===== config.mk =====
export PLATFORM = sky130hd
export DESIGN_NAME = polyline_point_decimator
export DESIGN_NICKNAME = d
export VERILOG_FILES = /design/src/hdl/ppd_pkg.sv /design/src/hdl/polyline_point_decimator.sv /design/src/hdl/ppd_ctrl.sv /design/src/hdl/ppd_datapath.sv
export SDC_FILE = /design/constraint.sdc
export NUM_CORES = 2
export LEC_CHECK = 0
export BUFFER_PORTS_ARGS = -buffer_cell sky130_fd_sc_hd__buf_2
export CAP_MARGIN = 20
export CORE_ASPECT_RATIO = 0.8
export CORE_MARGIN = 2
export CORE_UTILIZATION = 35
export CTS_CLUSTER_SIZE = 20
export DETAILED_ROUTE_END_ITERATION = 8
export GPL_TIMING_DRIVEN = 0
export PLACE_DENSITY = 0.47
export SLEW_MARGIN = 10
export SYNTH_ARGS = -nofsm -noshare
export SYNTH_HDL_FRONTEND = slang
export SYNTH_SLANG_ARGS = --single-unit

===== constraint.sdc =====
create_clock -name i_clk -period 14 [get_ports i_clk]
set_clock_uncertainty 0.05 [all_clocks]
set_input_delay 2.1 -clock i_clk [delete_from_list [all_inputs] [get_ports i_clk]]
set_output_delay 2.1 -clock i_clk [all_outputs]
set_load 0.01 [all_outputs]

===== src/hdl/ppd_pkg.sv =====
// Package for the polyline point decimator: widths, codes, CORDIC table, command types.
`default_nettype none
package ppd_pkg;

    localparam int COORD_BITS      = 12;
    localparam int ANGLE_FRAC_BITS = 13;

    localparam int CW       = COORD_BITS;
    localparam int DW       = CW + 1;                 // signed coordinate difference
    localparam int SQW      = 2 * CW;                 // one squared term
    localparam int D2W      = SQW + 1;                // sum of two squares
    localparam int TDATA_W  = ((2 * CW + 7) / 8) * 8;

    localparam int AW       = ANGLE_FRAC_BITS + 3;    // signed angle, +-pi fits
    localparam int THR_W    = AW;
    localparam int CFG_W    = (THR_W > CW) ? THR_W : CW;
    localparam int CFG_AW   = 2;

    localparam int CORDIC_SCALE = 20;
    localparam int CORDIC_ITERS = ANGLE_FRAC_BITS + 4;
    localparam int ITER_W       = $clog2(CORDIC_ITERS);
    localparam int TAB_W        = 5;
    localparam int CXW          = CW + CORDIC_SCALE + 3;
    localparam int ZW           = 34;
    localparam int MAGW         = ZW - 1;
    localparam int RND_S        = 30 - ANGLE_FRAC_BITS;

    localparam logic signed [ZW-1:0] PI_Q30   = ZW'(64'sd3373259426);
    localparam logic [MAGW:0]        RND_HALF = (MAGW + 1)'(1) << (RND_S - 1);

    localparam logic [CW-1:0]    NEAR_RST = CW'(10);
    localparam logic [CW-1:0]    FAR_RST  = CW'(50);
    localparam logic [THR_W-1:0] THR_RST  = THR_W'(1001);

    // configuration register indexes
    typedef enum logic [CFG_AW-1:0] {
        CFG_NEAR = 2'd0,
        CFG_FAR  = 2'd1,
        CFG_THR  = 2'd2,
        CFG_NONE = 2'd3
    } t_cfg_idx;

    typedef enum logic [1:0] {
        MUL_DX   = 2'd0,
        MUL_DY   = 2'd1,
        MUL_FAR  = 2'd2,
        MUL_NEAR = 2'd3
    } t_mul_sel;

    typedef enum logic [1:0] {
        D2_HOLD = 2'd0,
        D2_LOAD = 2'd1,
        D2_ADD  = 2'd2
    } t_d2_op;

    typedef struct packed {
        logic              latch_pt;
        logic              origin_save;
        logic              pending_save;
        logic              ang_load;
        logic              ang_src_pend;
        logic              ang_step;
        logic [ITER_W-1:0] ang_iter;
        logic              ang_fin1;
        logic              ang_fin2;
        logic              ref_save;
        logic              ang_cmp;
        logic              mul_en;
        t_mul_sel          mul_sel;
        t_d2_op            d2_op;
        logic              cmp_far;
        logic              cmp_near;
        logic              emit;
        logic              emit_pend;
        logic              emit_run_last;
    } t_dp_cmd;

    typedef struct packed {
        logic pt_last;
        logic out_free;
        logic turn;
        logic far_gt;
        logic near_lt;
    } t_dp_sts;

    // atan(2^-i) in Q30
    function automatic logic signed [ZW-1:0] atan_entry(input logic [TAB_W-1:0] idx);
        logic signed [ZW-1:0] v;
        case (idx)
            5'd0:  v = ZW'(843314857);
            5'd1:  v = ZW'(497837829);
            5'd2:  v = ZW'(263043837);
            5'd3:  v = ZW'(133525159);
            5'd4:  v = ZW'(67021687);
            5'd5:  v = ZW'(33543516);
            5'd6:  v = ZW'(16775851);
            5'd7:  v = ZW'(8388437);
            5'd8:  v = ZW'(4194283);
            5'd9:  v = ZW'(2097149);
            5'd10: v = ZW'(1048576);
            5'd11: v = ZW'(524288);
            5'd12: v = ZW'(262144);
            5'd13: v = ZW'(131072);
            5'd14: v = ZW'(65536);
            5'd15: v = ZW'(32768);
            5'd16: v = ZW'(16384);
            5'd17: v = ZW'(8192);
            5'd18: v = ZW'(4096);
            5'd19: v = ZW'(2048);
            5'd20: v = ZW'(1024);
            5'd21: v = ZW'(512);
            5'd22: v = ZW'(256);
            5'd23: v = ZW'(128);
            5'd24: v = ZW'(64);
            5'd25: v = ZW'(32);
            5'd26: v = ZW'(16);
            5'd27: v = ZW'(8);
            5'd28: v = ZW'(4);
            5'd29: v = ZW'(2);
            5'd30: v = ZW'(1);
            default: v = '0;
        endcase
        return v;
    endfunction

endpackage
`default_nettype wire


===== src/hdl/polyline_point_decimator.sv =====
// Top level of the polyline point decimator: stream ports, controller and datapath.
//
// Points of a stroke enter on the s_axis channel, one item per point, with
// s_axis_tlast on the final point. Kept points leave on m_axis: tuser marks
// the point that ends the stroke, tlast the final result of one input item
// (an item yields zero, one or two results). Thresholds come through the
// write port i_cfg_*; write them only while no item is in flight.
// Steps per item, from acceptance to the result register:
//   first point or segment origin: latch, dispatch, then issue or save
//   candidate without pending point: distance pass (shared squarer, 4 products)
//   candidate needing a direction: 17 CORDIC iterations
//   on one shift-add unit, rounding, then the distance pass
// One item is processed at a time; s_axis_tready rises again once the item
// is done, even while its last result still waits in the output register.
// A stalled m_axis holds the result register and the controller waits
// before issuing the next result. Synchronous reset clears the stroke phase
// and the output valid, and loads near 10, far 50, threshold 1001.
`default_nettype none
module polyline_point_decimator (
    input  wire                             i_clk,
    input  wire                             i_rst_n,
    input  wire                             i_cfg_we,
    input  wire [ppd_pkg::CFG_AW-1:0]       i_cfg_addr,
    input  wire [ppd_pkg::CFG_W-1:0]        i_cfg_wdata,
    input  wire                             s_axis_tvalid,
    output logic                            s_axis_tready,
    input  wire [ppd_pkg::TDATA_W-1:0]      s_axis_tdata,  // point_x, point_y
    input  wire                             s_axis_tlast,  // stroke_last
    output logic                            m_axis_tvalid,
    input  wire                             m_axis_tready,
    output logic [ppd_pkg::TDATA_W-1:0]     m_axis_tdata,  // kept_x, kept_y
    output logic                            m_axis_tlast,  // run_last
    output logic                            m_axis_tuser   // stroke_end
);
    import ppd_pkg::*;

    t_dp_cmd       w_cmd;
    t_dp_sts       w_sts;
    logic [CW-1:0] w_out_x, w_out_y;

    ppd_ctrl u_ctrl (
        .i_clk      (i_clk),
        .i_rst_n    (i_rst_n),
        .i_in_valid (s_axis_tvalid),
        .o_in_ready (s_axis_tready),
        .o_cmd      (w_cmd),
        .i_sts      (w_sts)
    );

    ppd_datapath u_dp (
        .i_clk          (i_clk),
        .i_rst_n        (i_rst_n),
        .i_cfg_we       (i_cfg_we),
        .i_cfg_addr     (i_cfg_addr),
        .i_cfg_wdata    (i_cfg_wdata),
        .i_pt_x         (s_axis_tdata[CW-1:0]),
        .i_pt_y         (s_axis_tdata[2*CW-1:CW]),
        .i_pt_last      (s_axis_tlast),
        .i_cmd          (w_cmd),
        .o_sts          (w_sts),
        .i_out_ready    (m_axis_tready),
        .o_out_valid    (m_axis_tvalid),
        .o_out_x        (w_out_x),
        .o_out_y        (w_out_y),
        .o_out_end      (m_axis_tuser),
        .o_out_run_last (m_axis_tlast)
    );

    assign m_axis_tdata = TDATA_W'({w_out_y, w_out_x});

    // a result that is not the last of its item never ends the stroke
    a_end_is_run_last: assert property (@(posedge i_clk) disable iff (!i_rst_n)
        (m_axis_tvalid && !m_axis_tlast) |-> !m_axis_tuser)
        else $error("stroke end on a non-final result");

    // the controller never overwrites a result that is still waiting
    a_emit_free: assert property (@(posedge i_clk) disable iff (!i_rst_n)
        w_cmd.emit |-> w_sts.out_free)
        else $error("result issued into an occupied output register");

    // an accepted item keeps the input closed on the next cycle
    a_busy_after_accept: assert property (@(posedge i_clk) disable iff (!i_rst_n)
        (s_axis_tvalid && s_axis_tready) |=> !s_axis_tready)
        else $error("input reopened right after an accepted item");

endmodule
`default_nettype wire


===== src/hdl/ppd_ctrl.sv =====
// Controller for the point decimator: stroke phase, per-item sequencing, result issue.
`default_nettype none
module ppd_ctrl (
    input  wire               i_clk,
    input  wire               i_rst_n,
    input  wire               i_in_valid,
    output logic              o_in_ready,
    output ppd_pkg::t_dp_cmd  o_cmd,
    input  ppd_pkg::t_dp_sts  i_sts
);
    import ppd_pkg::*;

    typedef enum logic [1:0] {
        PH_FIRST  = 2'd0,
        PH_ORIGIN = 2'd1,
        PH_REF    = 2'd2,
        PH_SCAN   = 2'd3
    } t_phase;

    typedef enum logic [4:0] {
        S_IDLE, S_DISP, S_ANG, S_FIN1, S_FIN2, S_POST, S_TURN,
        S_D0, S_D1, S_D2, S_D3, S_D4, S_CAND, S_EMIT_PEND, S_EMIT_PT
    } t_state;

    t_state            r_state,   n_state;
    t_phase            r_phase,   n_phase;
    logic              r_pending, n_pending;
    logic              r_for_ref, n_for_ref;
    logic [ITER_W-1:0] r_iter,    n_iter;

    localparam logic [ITER_W-1:0] ITER_LAST = ITER_W'(CORDIC_ITERS - 1);

    assign o_in_ready = (r_state == S_IDLE);

    always_comb begin
        n_state   = r_state;
        n_phase   = r_phase;
        n_pending = r_pending;
        n_for_ref = r_for_ref;
        n_iter    = r_iter;
        o_cmd     = '0;
        o_cmd.ang_iter = r_iter;
        case (r_state)
            S_IDLE: begin
                if (i_in_valid) begin
                    o_cmd.latch_pt = 1'b1;
                    n_state        = S_DISP;
                end
            end
            S_DISP: begin
                case (r_phase)
                    PH_FIRST: begin
                        n_phase = i_sts.pt_last ? PH_FIRST : PH_ORIGIN;
                        n_state = S_EMIT_PT;
                    end
                    PH_ORIGIN: begin
                        if (i_sts.pt_last) begin
                            n_phase = PH_FIRST;
                            n_state = S_EMIT_PT;
                        end else begin
                            o_cmd.origin_save = 1'b1;
                            n_phase           = PH_REF;
                            n_state           = S_IDLE;
                        end
                    end
                    PH_REF: begin
                        o_cmd.ang_load = 1'b1;
                        n_for_ref      = 1'b1;
                        n_iter         = '0;
                        n_state        = S_ANG;
                    end
                    default: begin
                        if (r_pending) begin
                            o_cmd.ang_load     = 1'b1;
                            o_cmd.ang_src_pend = 1'b1;
                            n_for_ref          = 1'b0;
                            n_iter             = '0;
                            n_state            = S_ANG;
                        end else begin
                            n_state = S_D0;
                        end
                    end
                endcase
            end
            S_ANG: begin
                o_cmd.ang_step = 1'b1;
                if (r_iter == ITER_LAST) begin
                    n_state = S_FIN1;
                end else begin
                    n_iter = r_iter + ITER_W'(1);
                end
            end
            S_FIN1: begin
                o_cmd.ang_fin1 = 1'b1;
                n_state        = S_FIN2;
            end
            S_FIN2: begin
                o_cmd.ang_fin2 = 1'b1;
                n_state        = S_POST;
            end
            S_POST: begin
                if (r_for_ref) begin
                    o_cmd.ref_save = 1'b1;
                    n_state        = S_D0;
                end else begin
                    o_cmd.ang_cmp = 1'b1;
                    n_state       = S_TURN;
                end
            end
            S_TURN: begin
                n_pending = 1'b0;
                n_state   = i_sts.turn ? S_EMIT_PEND : S_D0;
            end
            S_EMIT_PEND: begin
                if (i_sts.out_free) begin
                    o_cmd.emit          = 1'b1;
                    o_cmd.emit_pend     = 1'b1;
                    o_cmd.emit_run_last = !i_sts.pt_last;
                    if (i_sts.pt_last) begin
                        n_phase = PH_FIRST;
                        n_state = S_EMIT_PT;
                    end else begin
                        o_cmd.origin_save = 1'b1;
                        n_phase           = PH_REF;
                        n_state           = S_IDLE;
                    end
                end
            end
            S_D0: begin
                o_cmd.mul_en  = 1'b1;
                o_cmd.mul_sel = MUL_DX;
                n_state       = S_D1;
            end
            S_D1: begin
                o_cmd.mul_en  = 1'b1;
                o_cmd.mul_sel = MUL_DY;
                o_cmd.d2_op   = D2_LOAD;
                n_state       = S_D2;
            end
            S_D2: begin
                o_cmd.mul_en  = 1'b1;
                o_cmd.mul_sel = MUL_FAR;
                o_cmd.d2_op   = D2_ADD;
                n_state       = S_D3;
            end
            S_D3: begin
                o_cmd.mul_en  = 1'b1;
                o_cmd.mul_sel = MUL_NEAR;
                o_cmd.cmp_far = 1'b1;
                n_state       = S_D4;
            end
            S_D4: begin
                o_cmd.cmp_near = 1'b1;
                n_state        = S_CAND;
            end
            S_CAND: begin
                n_pending = 1'b0;
                if (i_sts.pt_last) begin
                    n_phase = PH_FIRST;
                    n_state = S_EMIT_PT;
                end else if (i_sts.far_gt) begin
                    n_phase = PH_ORIGIN;
                    n_state = S_EMIT_PT;
                end else if (i_sts.near_lt) begin
                    n_phase = PH_SCAN;
                    n_state = S_IDLE;
                end else begin
                    o_cmd.pending_save = 1'b1;
                    n_pending          = 1'b1;
                    n_phase            = PH_SCAN;
                    n_state            = S_IDLE;
                end
            end
            S_EMIT_PT: begin
                if (i_sts.out_free) begin
                    o_cmd.emit          = 1'b1;
                    o_cmd.emit_run_last = 1'b1;
                    n_state             = S_IDLE;
                end
            end
            default: n_state = S_IDLE;
        endcase
    end

    always_ff @(posedge i_clk) begin
        if (!i_rst_n) begin
            r_state   <= S_IDLE;
            r_phase   <= PH_FIRST;
            r_pending <= 1'b0;
            r_for_ref <= 1'b0;
            r_iter    <= '0;
        end else begin
            r_state   <= n_state;
            r_phase   <= n_phase;
            r_pending <= n_pending;
            r_for_ref <= n_for_ref;
            r_iter    <= n_iter;
        end
    end

endmodule
`default_nettype wire


===== src/hdl/ppd_datapath.sv =====
// Datapath for the point decimator: config, point registers, CORDIC, distance, result register.
`default_nettype none
module ppd_datapath (
    input  wire                            i_clk,
    input  wire                            i_rst_n,
    input  wire                            i_cfg_we,
    input  wire [ppd_pkg::CFG_AW-1:0]      i_cfg_addr,
    input  wire [ppd_pkg::CFG_W-1:0]       i_cfg_wdata,
    input  wire [ppd_pkg::CW-1:0]          i_pt_x,
    input  wire [ppd_pkg::CW-1:0]          i_pt_y,
    input  wire                            i_pt_last,
    input  ppd_pkg::t_dp_cmd               i_cmd,
    output ppd_pkg::t_dp_sts               o_sts,
    input  wire                            i_out_ready,
    output logic                           o_out_valid,
    output logic [ppd_pkg::CW-1:0]         o_out_x,
    output logic [ppd_pkg::CW-1:0]         o_out_y,
    output logic                           o_out_end,
    output logic                           o_out_run_last
);
    import ppd_pkg::*;

    logic [CW-1:0]    r_near, r_far;
    logic [THR_W-1:0] r_thr;

    logic [CW-1:0] r_pt_x, r_pt_y, r_org_x, r_org_y, r_pend_x, r_pend_y;
    logic          r_pt_last;

    logic signed [CXW-1:0] r_cx, r_cy;
    logic signed [ZW-1:0]  r_cz;
    logic [MAGW-1:0]       r_mag;
    logic                  r_neg;
    logic signed [AW-1:0]  r_angle, r_ref;
    logic                  r_turn;

    logic [SQW-1:0] r_prod;
    logic [D2W-1:0] r_d2;
    logic           r_far_gt, r_near_lt;

    logic          r_out_valid, r_out_end, r_out_run_last;
    logic [CW-1:0] r_out_x, r_out_y;

    // configuration
    always_ff @(posedge i_clk) begin
        if (!i_rst_n) begin
            r_near <= NEAR_RST;
            r_far  <= FAR_RST;
            r_thr  <= THR_RST;
        end else if (i_cfg_we) begin
            case (t_cfg_idx'(i_cfg_addr))
                CFG_NEAR: r_near <= i_cfg_wdata[CW-1:0];
                CFG_FAR:  r_far  <= i_cfg_wdata[CW-1:0];
                CFG_THR:  r_thr  <= i_cfg_wdata[THR_W-1:0];
                default:  ;
            endcase
        end
    end

    // point, origin and pending candidate
    always_ff @(posedge i_clk) begin
        if (i_cmd.latch_pt) begin
            r_pt_x    <= i_pt_x;
            r_pt_y    <= i_pt_y;
            r_pt_last <= i_pt_last;
        end
        if (i_cmd.origin_save) begin
            r_org_x <= r_pt_x;
            r_org_y <= r_pt_y;
        end
        if (i_cmd.pending_save) begin
            r_pend_x <= r_pt_x;
            r_pend_y <= r_pt_y;
        end
    end

    // CORDIC vector: source point minus current point
    logic signed [DW-1:0]  w_adx, w_ady;
    logic signed [CXW-1:0] w_lx, w_ly, w_shx, w_shy;
    logic signed [ZW-1:0]  w_atan, w_zc;
    logic [MAGW:0]         w_rnd;
    logic [AW-1:0]         w_rmag;

    always_comb begin
        if (i_cmd.ang_src_pend) begin
            w_adx = $signed({1'b0, r_pend_x}) - $signed({1'b0, r_pt_x});
            w_ady = $signed({1'b0, r_pend_y}) - $signed({1'b0, r_pt_y});
        end else begin
            w_adx = $signed({1'b0, r_org_x}) - $signed({1'b0, r_pt_x});
            w_ady = $signed({1'b0, r_org_y}) - $signed({1'b0, r_pt_y});
        end
        w_lx   = CXW'(w_adx) <<< CORDIC_SCALE;
        w_ly   = CXW'(w_ady) <<< CORDIC_SCALE;
        w_shx  = r_cx >>> i_cmd.ang_iter;
        w_shy  = r_cy >>> i_cmd.ang_iter;
        w_atan = atan_entry(TAB_W'(i_cmd.ang_iter));
        if (r_cz > PI_Q30) begin
            w_zc = PI_Q30;
        end else if (r_cz < -PI_Q30) begin
            w_zc = -PI_Q30;
        end else begin
            w_zc = r_cz;
        end
        w_rnd  = ({1'b0, r_mag} + RND_HALF) >> RND_S;
        w_rmag = w_rnd[AW-1:0];
    end

    always_ff @(posedge i_clk) begin
        if (i_cmd.ang_load) begin
            if (w_adx < 0) begin
                r_cx <= -w_lx;
                r_cy <= -w_ly;
                r_cz <= (w_ady >= 0) ? PI_Q30 : -PI_Q30;
            end else begin
                r_cx <= w_lx;
                r_cy <= w_ly;
                r_cz <= '0;
            end
        end else if (i_cmd.ang_step) begin
            // rotate toward the x axis; a zero y stays put
            if (r_cy > 0) begin
                r_cx <= r_cx + w_shy;
                r_cy <= r_cy - w_shx;
                r_cz <= r_cz + w_atan;
            end else if (r_cy < 0) begin
                r_cx <= r_cx - w_shy;
                r_cy <= r_cy + w_shx;
                r_cz <= r_cz - w_atan;
            end
        end
        if (i_cmd.ang_fin1) begin
            r_neg <= w_zc[ZW-1];
            r_mag <= w_zc[ZW-1] ? MAGW'(-w_zc) : MAGW'(w_zc);
        end
        if (i_cmd.ang_fin2) begin
            r_angle <= r_neg ? -$signed(w_rmag) : $signed(w_rmag);
        end
        if (i_cmd.ref_save) begin
            r_ref <= r_angle;
        end
    end

    // unwrapped direction change against the threshold
    logic signed [AW:0] w_diff;
    logic [AW:0]        w_adiff;
    always_comb begin
        w_diff  = (AW + 1)'(r_ref) - (AW + 1)'(r_angle);
        w_adiff = w_diff[AW] ? (AW + 1)'(-w_diff) : (AW + 1)'(w_diff);
    end

    always_ff @(posedge i_clk) begin
        if (i_cmd.ang_cmp) begin
            r_turn <= (w_adiff > {1'b0, r_thr});
        end
    end

    // shared squarer for distance and limits
    logic signed [DW-1:0]   w_mop;
    logic signed [2*DW-1:0] w_sq;
    always_comb begin
        case (i_cmd.mul_sel)
            MUL_DX:   w_mop = $signed({1'b0, r_pt_x}) - $signed({1'b0, r_org_x});
            MUL_DY:   w_mop = $signed({1'b0, r_pt_y}) - $signed({1'b0, r_org_y});
            MUL_FAR:  w_mop = $signed({1'b0, r_far});
            MUL_NEAR: w_mop = $signed({1'b0, r_near});
            default:  w_mop = '0;
        endcase
        w_sq = w_mop * w_mop;
    end

    always_ff @(posedge i_clk) begin
        if (i_cmd.mul_en) begin
            r_prod <= w_sq[SQW-1:0];
        end
        case (i_cmd.d2_op)
            D2_LOAD: r_d2 <= {1'b0, r_prod};
            D2_ADD:  r_d2 <= r_d2 + {1'b0, r_prod};
            default: ;
        endcase
        if (i_cmd.cmp_far) begin
            r_far_gt <= (r_d2 > {1'b0, r_prod});
        end
        if (i_cmd.cmp_near) begin
            r_near_lt <= (r_d2 < {1'b0, r_prod});
        end
    end

    // result register
    always_ff @(posedge i_clk) begin
        if (!i_rst_n) begin
            r_out_valid <= 1'b0;
        end else if (i_cmd.emit) begin
            r_out_valid <= 1'b1;
        end else if (i_out_ready) begin
            r_out_valid <= 1'b0;
        end
        if (i_cmd.emit) begin
            r_out_x        <= i_cmd.emit_pend ? r_pend_x : r_pt_x;
            r_out_y        <= i_cmd.emit_pend ? r_pend_y : r_pt_y;
            r_out_end      <= i_cmd.emit_pend ? 1'b0 : r_pt_last;
            r_out_run_last <= i_cmd.emit_run_last;
        end
    end

    assign o_sts.pt_last  = r_pt_last;
    assign o_sts.out_free = !r_out_valid || i_out_ready;
    assign o_sts.turn     = r_turn;
    assign o_sts.far_gt   = r_far_gt;
    assign o_sts.near_lt  = r_near_lt;

    assign o_out_valid    = r_out_valid;
    assign o_out_x        = r_out_x;
    assign o_out_y        = r_out_y;
    assign o_out_end      = r_out_end;
    assign o_out_run_last = r_out_run_last;

endmodule
`default_nettype wire


==> impl_summary.txt <==
----------------------------------------------------
[Clock network]
  Number of buffers inserted for hold repair after clock tree synthesis ... 0
  Post-CTS setup-driven buffer insertion count ... 0
  CTS max path bufs ... 3
  Worst-skew pair later-pin latency ... roughly 0.64 ns
  Gates resized, CTS repair ... 0
  Inserted Clock Buffers ... 49
  TritonCTS clock tree ... done
  TritonCTS sink count ... 388
  Clock transition at the register clock pins on the worst setup and hold paths after CTS ... 0.06 ns
  Clock tree root buffer cell ... sky130_fd_sc_hd__clkbuf_16
  Number of H-tree levels ... 2

[Placement]
  Sum of net half-perimeters after detailed placement ... 111.8 mm
  Buffers on Ports ... 74
  Routability congestion estimate ... 1.014

[Detailed routing]
  Post-detailed-route via-to-cell ratio ... between 5 and 6
  Post-route antenna net violation count ... 0
  Pre-antenna DRT Iters ... 5
  DRC violation total after the first TritonRoute iteration ... 3,324
  Total wirelength of the detailed-routed design ... 140.8 mm
  Residual DRC count ... 0
  Detailed-route via count ... ~34k
  Routed len/inst ... 23.46 um

[Critical path]
  Critical path's slowest cell ... sky130_fd_sc_hd__a21oi_1
  Combined buffer and inverter count along the critical path ... 4
  Crit path top cell by count ... sky130_fd_sc_hd__fa_1
  Data required time of the worst path ... roughly 14 ns
  Arrival time worst endpoint ... roughly 11 ns
  Crit Path Category ... reg -> reg
  Cell type group with the largest total delay on the critical path ... compound AO/OA/AOI/OAI gates
  Capturing element type of the critical path ... register
  Longest individual stage delay on the worst path ... 0.81 ns
  Peak fanout along the critical path ... 8
  Worst setup SP type ... register

[Timing]
  Number of pins exceeding their max-slew limit in the final report ... 0
  Max Freq ... 0.09635 GHz
  Worst Max-Slew Pin Slew ... 1.190 ns
  Setup repair after global routing missed its margin ... no
  Final setup violating endpoints ... 0
  Headroom to the max-slew limit ... about a fifth
  Setup_tns ... 0 ns
  Final hold vios ... 0
  Min Clock Period, post-route ... 10.38 ns
  Period Utilization, post-route ... 74.14%

[Synth]
  Post-Synthesis Cells ... between 4k and 5k
  Ranking of synthesized cells by area ... sky130_fd_sc_hd__edfxtp_1 (23%), sky130_fd_sc_hd__ha_1 (10%), sky130_fd_sc_hd__fa_1 (7.3%), sky130_fd_sc_hd__mux4_2 (4.7%), sky130_fd_sc_hd__xnor2_1 (4.3%)
  Share of the yosys chip area belonging to registers ... 27.57%
  Most common cell in the synthesized netlist ... sky130_fd_sc_hd__nand2_1
  Async set-reset flop share out of synthesis ... 0%
  Synth cell types ... 102
  Count of yosys warnings during synthesis ... 0
  Synthesized area per cell ... just over 9 sq um
  Share of the synthesized area in the top cell type ... approximately a quarter
  Net count after synthesis ... 4,830
  Number of synthesized flops with an enable pin ... 304
  Synth area leader ... sky130_fd_sc_hd__edfxtp_1
  Synthesis-stage register bit count ... 388
  Most used flip-flop cell after synthesis ... sky130_fd_sc_hd__edfxtp_1
  Combined area of all synthesized cells ... roughly 39,000 sq um
  Top cells by count, synth ... sky130_fd_sc_hd__nand2_1 (401), sky130_fd_sc_hd__nor2_1 (369), sky130_fd_sc_hd__inv_1 (366)

[Final layout]
  Ant diodes ... 0
  Number of nets in the layout ... 4,970
  Core Util, Final ... 39.19%
  Growth of design area from synthesis to finish ... 10.71%
  Number of fill cells in the layout ... 11.32k
  Share of cells above drive strength 1 ... 9.232%

[Status]
  Status ... complete, no violations

[GRT]
  First-pass GRT wire length ... 211.5 mm
  Initial antenna violation count ... 3
  Via count of the first global-routing pass ... 32.16k
  Total routing usage reported by global routing ... approximately a quarter
  Largest net degree at the start of global routing ... 43
  Global route total overflow ... 0

[Flow run]
  Max-cap check violation count ... 0

[Min path]
  Worst min-delay path class ... reg -> reg

[Die]
  Starting Density ... roughly 35%
  Total core area ... about 110,000 sq um
  Count of standard-cell rows ... 109
  Width of the die ... around 380 um
  Floorplan die height ... 303.4 um
  Die area ... 114,700 sq um
  Total I/O pin count ... 76

----------------------------------------------------
## cells by family (layout without fill, tap and decap cells)
logic type      count (synthesis)  after routing  share of synthesized area, %
flops                         388            388                         27.57
xor+xnor                      350            350                         7.819
mux                           231            231                         8.716
fa+ha+maj                     455            455                         17.26
buf+inv                       546            725                         5.515
simple gates                 1273           1273                         15.28
compound gates               1084           1084                         17.84
## sequential cells by signal (all words and copies together) (netlist names), 16 cells and up
| register | flops |
|---|---|
| u_dp.r_thr | 16 |
| u_dp.r_prod | 23 |
| u_dp.r_cy | 35 |
| u_dp.w_atan | 30 |
| u_dp.r_angle | 16 |
| u_dp.r_d2 | 25 |
| u_dp.r_cz | 34 |
| u_dp.r_mag | 17 |
| u_dp.r_cx | 35 |
| u_dp.r_ref | 16 |
## per-stage QoR
step | hold WS (ns) | setup WS, ns | cell area [sq um] | instances
floorplan | 0.3764 | 5.533 | 39210 | 4327
global placement | 0.3924 | 3.764 | 41450 | 5899
detailed placement | 0.3957 | 3.854 | 41750 | 5913
CTS | 0.4060 | 3.817 | 43390 | 6003
global route | 0.4205 | 3.173 | 43400 | 6004
finish | 0.4097 | 3.621 | 43400 | 6004
## routing by layer
metal	GRT usage, %	wire length [um]
met5	0	0
met3	4.120	10550
met2	34.23	56360
met4	6.735	3940
met1	37.64	69970
## worst paths after layout
check	startpoint	endpoint	slack, ns	depth (start not counted)
max reg2reg	u_dp.r_pt_y[0]	u_dp.r_prod[22]	3.62	31
max	u_dp.r_pt_y[0]	u_dp.r_prod[22]	3.62	31
min reg2reg	u_dp.r_angle[9]	u_dp.r_ref[9]	0.41	0
min	u_dp.r_angle[9]	u_dp.r_ref[9]	0.41	0
## layout make-up
class                      instances  area [sq um]  share of cell area [%]
inverter                         375          1408                   3.243
sequential                       388         10810                   24.91
clock buffer                      64          1386                   3.194
tap                             1498          1874                   4.318
multi-input combinational       3393         26320                   60.63
buffer                           171         757.0                   1.744
clock inverter                    26         247.7                  0.5708
timing repair buffer              89         603.1                   1.389
## cells in the final DEF (no fill, tap or decap), types with 16 or more instances in the layout
| master | n |
|---|---|
| sky130_fd_sc_hd__buf_2 | 103 |
| sky130_fd_sc_hd__edfxtp_1 | 304 |
| sky130_fd_sc_hd__nand2_1 | 400 |
| sky130_fd_sc_hd__nand2b_1 | 58 |
| sky130_fd_sc_hd__mux2i_1 | 86 |
| sky130_fd_sc_hd__nor2b_1 | 54 |
| sky130_fd_sc_hd__a31oi_1 | 46 |
| sky130_fd_sc_hd__clkbuf_1 | 117 |
| sky130_fd_sc_hd__nor4_1 | 24 |
| sky130_fd_sc_hd__nand4_1 | 30 |
| sky130_fd_sc_hd__or2_2 | 20 |
| sky130_fd_sc_hd__nor2_1 | 367 |
| sky130_fd_sc_hd__and2_1 | 31 |
| sky130_fd_sc_hd__fa_1 | 143 |
| sky130_fd_sc_hd__o22ai_1 | 29 |
| sky130_fd_sc_hd__ha_1 | 312 |
| sky130_fd_sc_hd__o31ai_1 | 27 |
| sky130_fd_sc_hd__o21a_1 | 47 |
| sky130_fd_sc_hd__buf_1 | 19 |
| sky130_fd_sc_hd__dfxtp_1 | 84 |
| sky130_fd_sc_hd__a22oi_1 | 16 |
| sky130_fd_sc_hd__a21oi_1 | 266 |
| sky130_fd_sc_hd__o211ai_1 | 37 |
| sky130_fd_sc_hd__a21boi_0 | 47 |
| sky130_fd_sc_hd__mux2_2 | 55 |
| sky130_fd_sc_hd__xnor2_1 | 193 |
| sky130_fd_sc_hd__clkbuf_16 | 52 |
| sky130_fd_sc_hd__o41ai_1 | 16 |
| sky130_fd_sc_hd__and3_1 | 29 |
| sky130_fd_sc_hd__o21ai_0 | 273 |
| sky130_fd_sc_hd__nor3_1 | 63 |
| sky130_fd_sc_hd__a21o_1 | 73 |
| sky130_fd_sc_hd__or3_1 | 25 |
| sky130_fd_sc_hd__mux4_2 | 81 |
| sky130_fd_sc_hd__inv_1 | 366 |
| sky130_fd_sc_hd__nand3_1 | 89 |
| sky130_fd_sc_hd__xor2_1 | 157 |
| sky130_fd_sc_hd__o21bai_1 | 27 |
| sky130_fd_sc_hd__a211oi_1 | 36 |
Power is left out: the tool's default activity adds up to more than one toggle a clock period on the data nets, which glitch-free logic cannot reach.
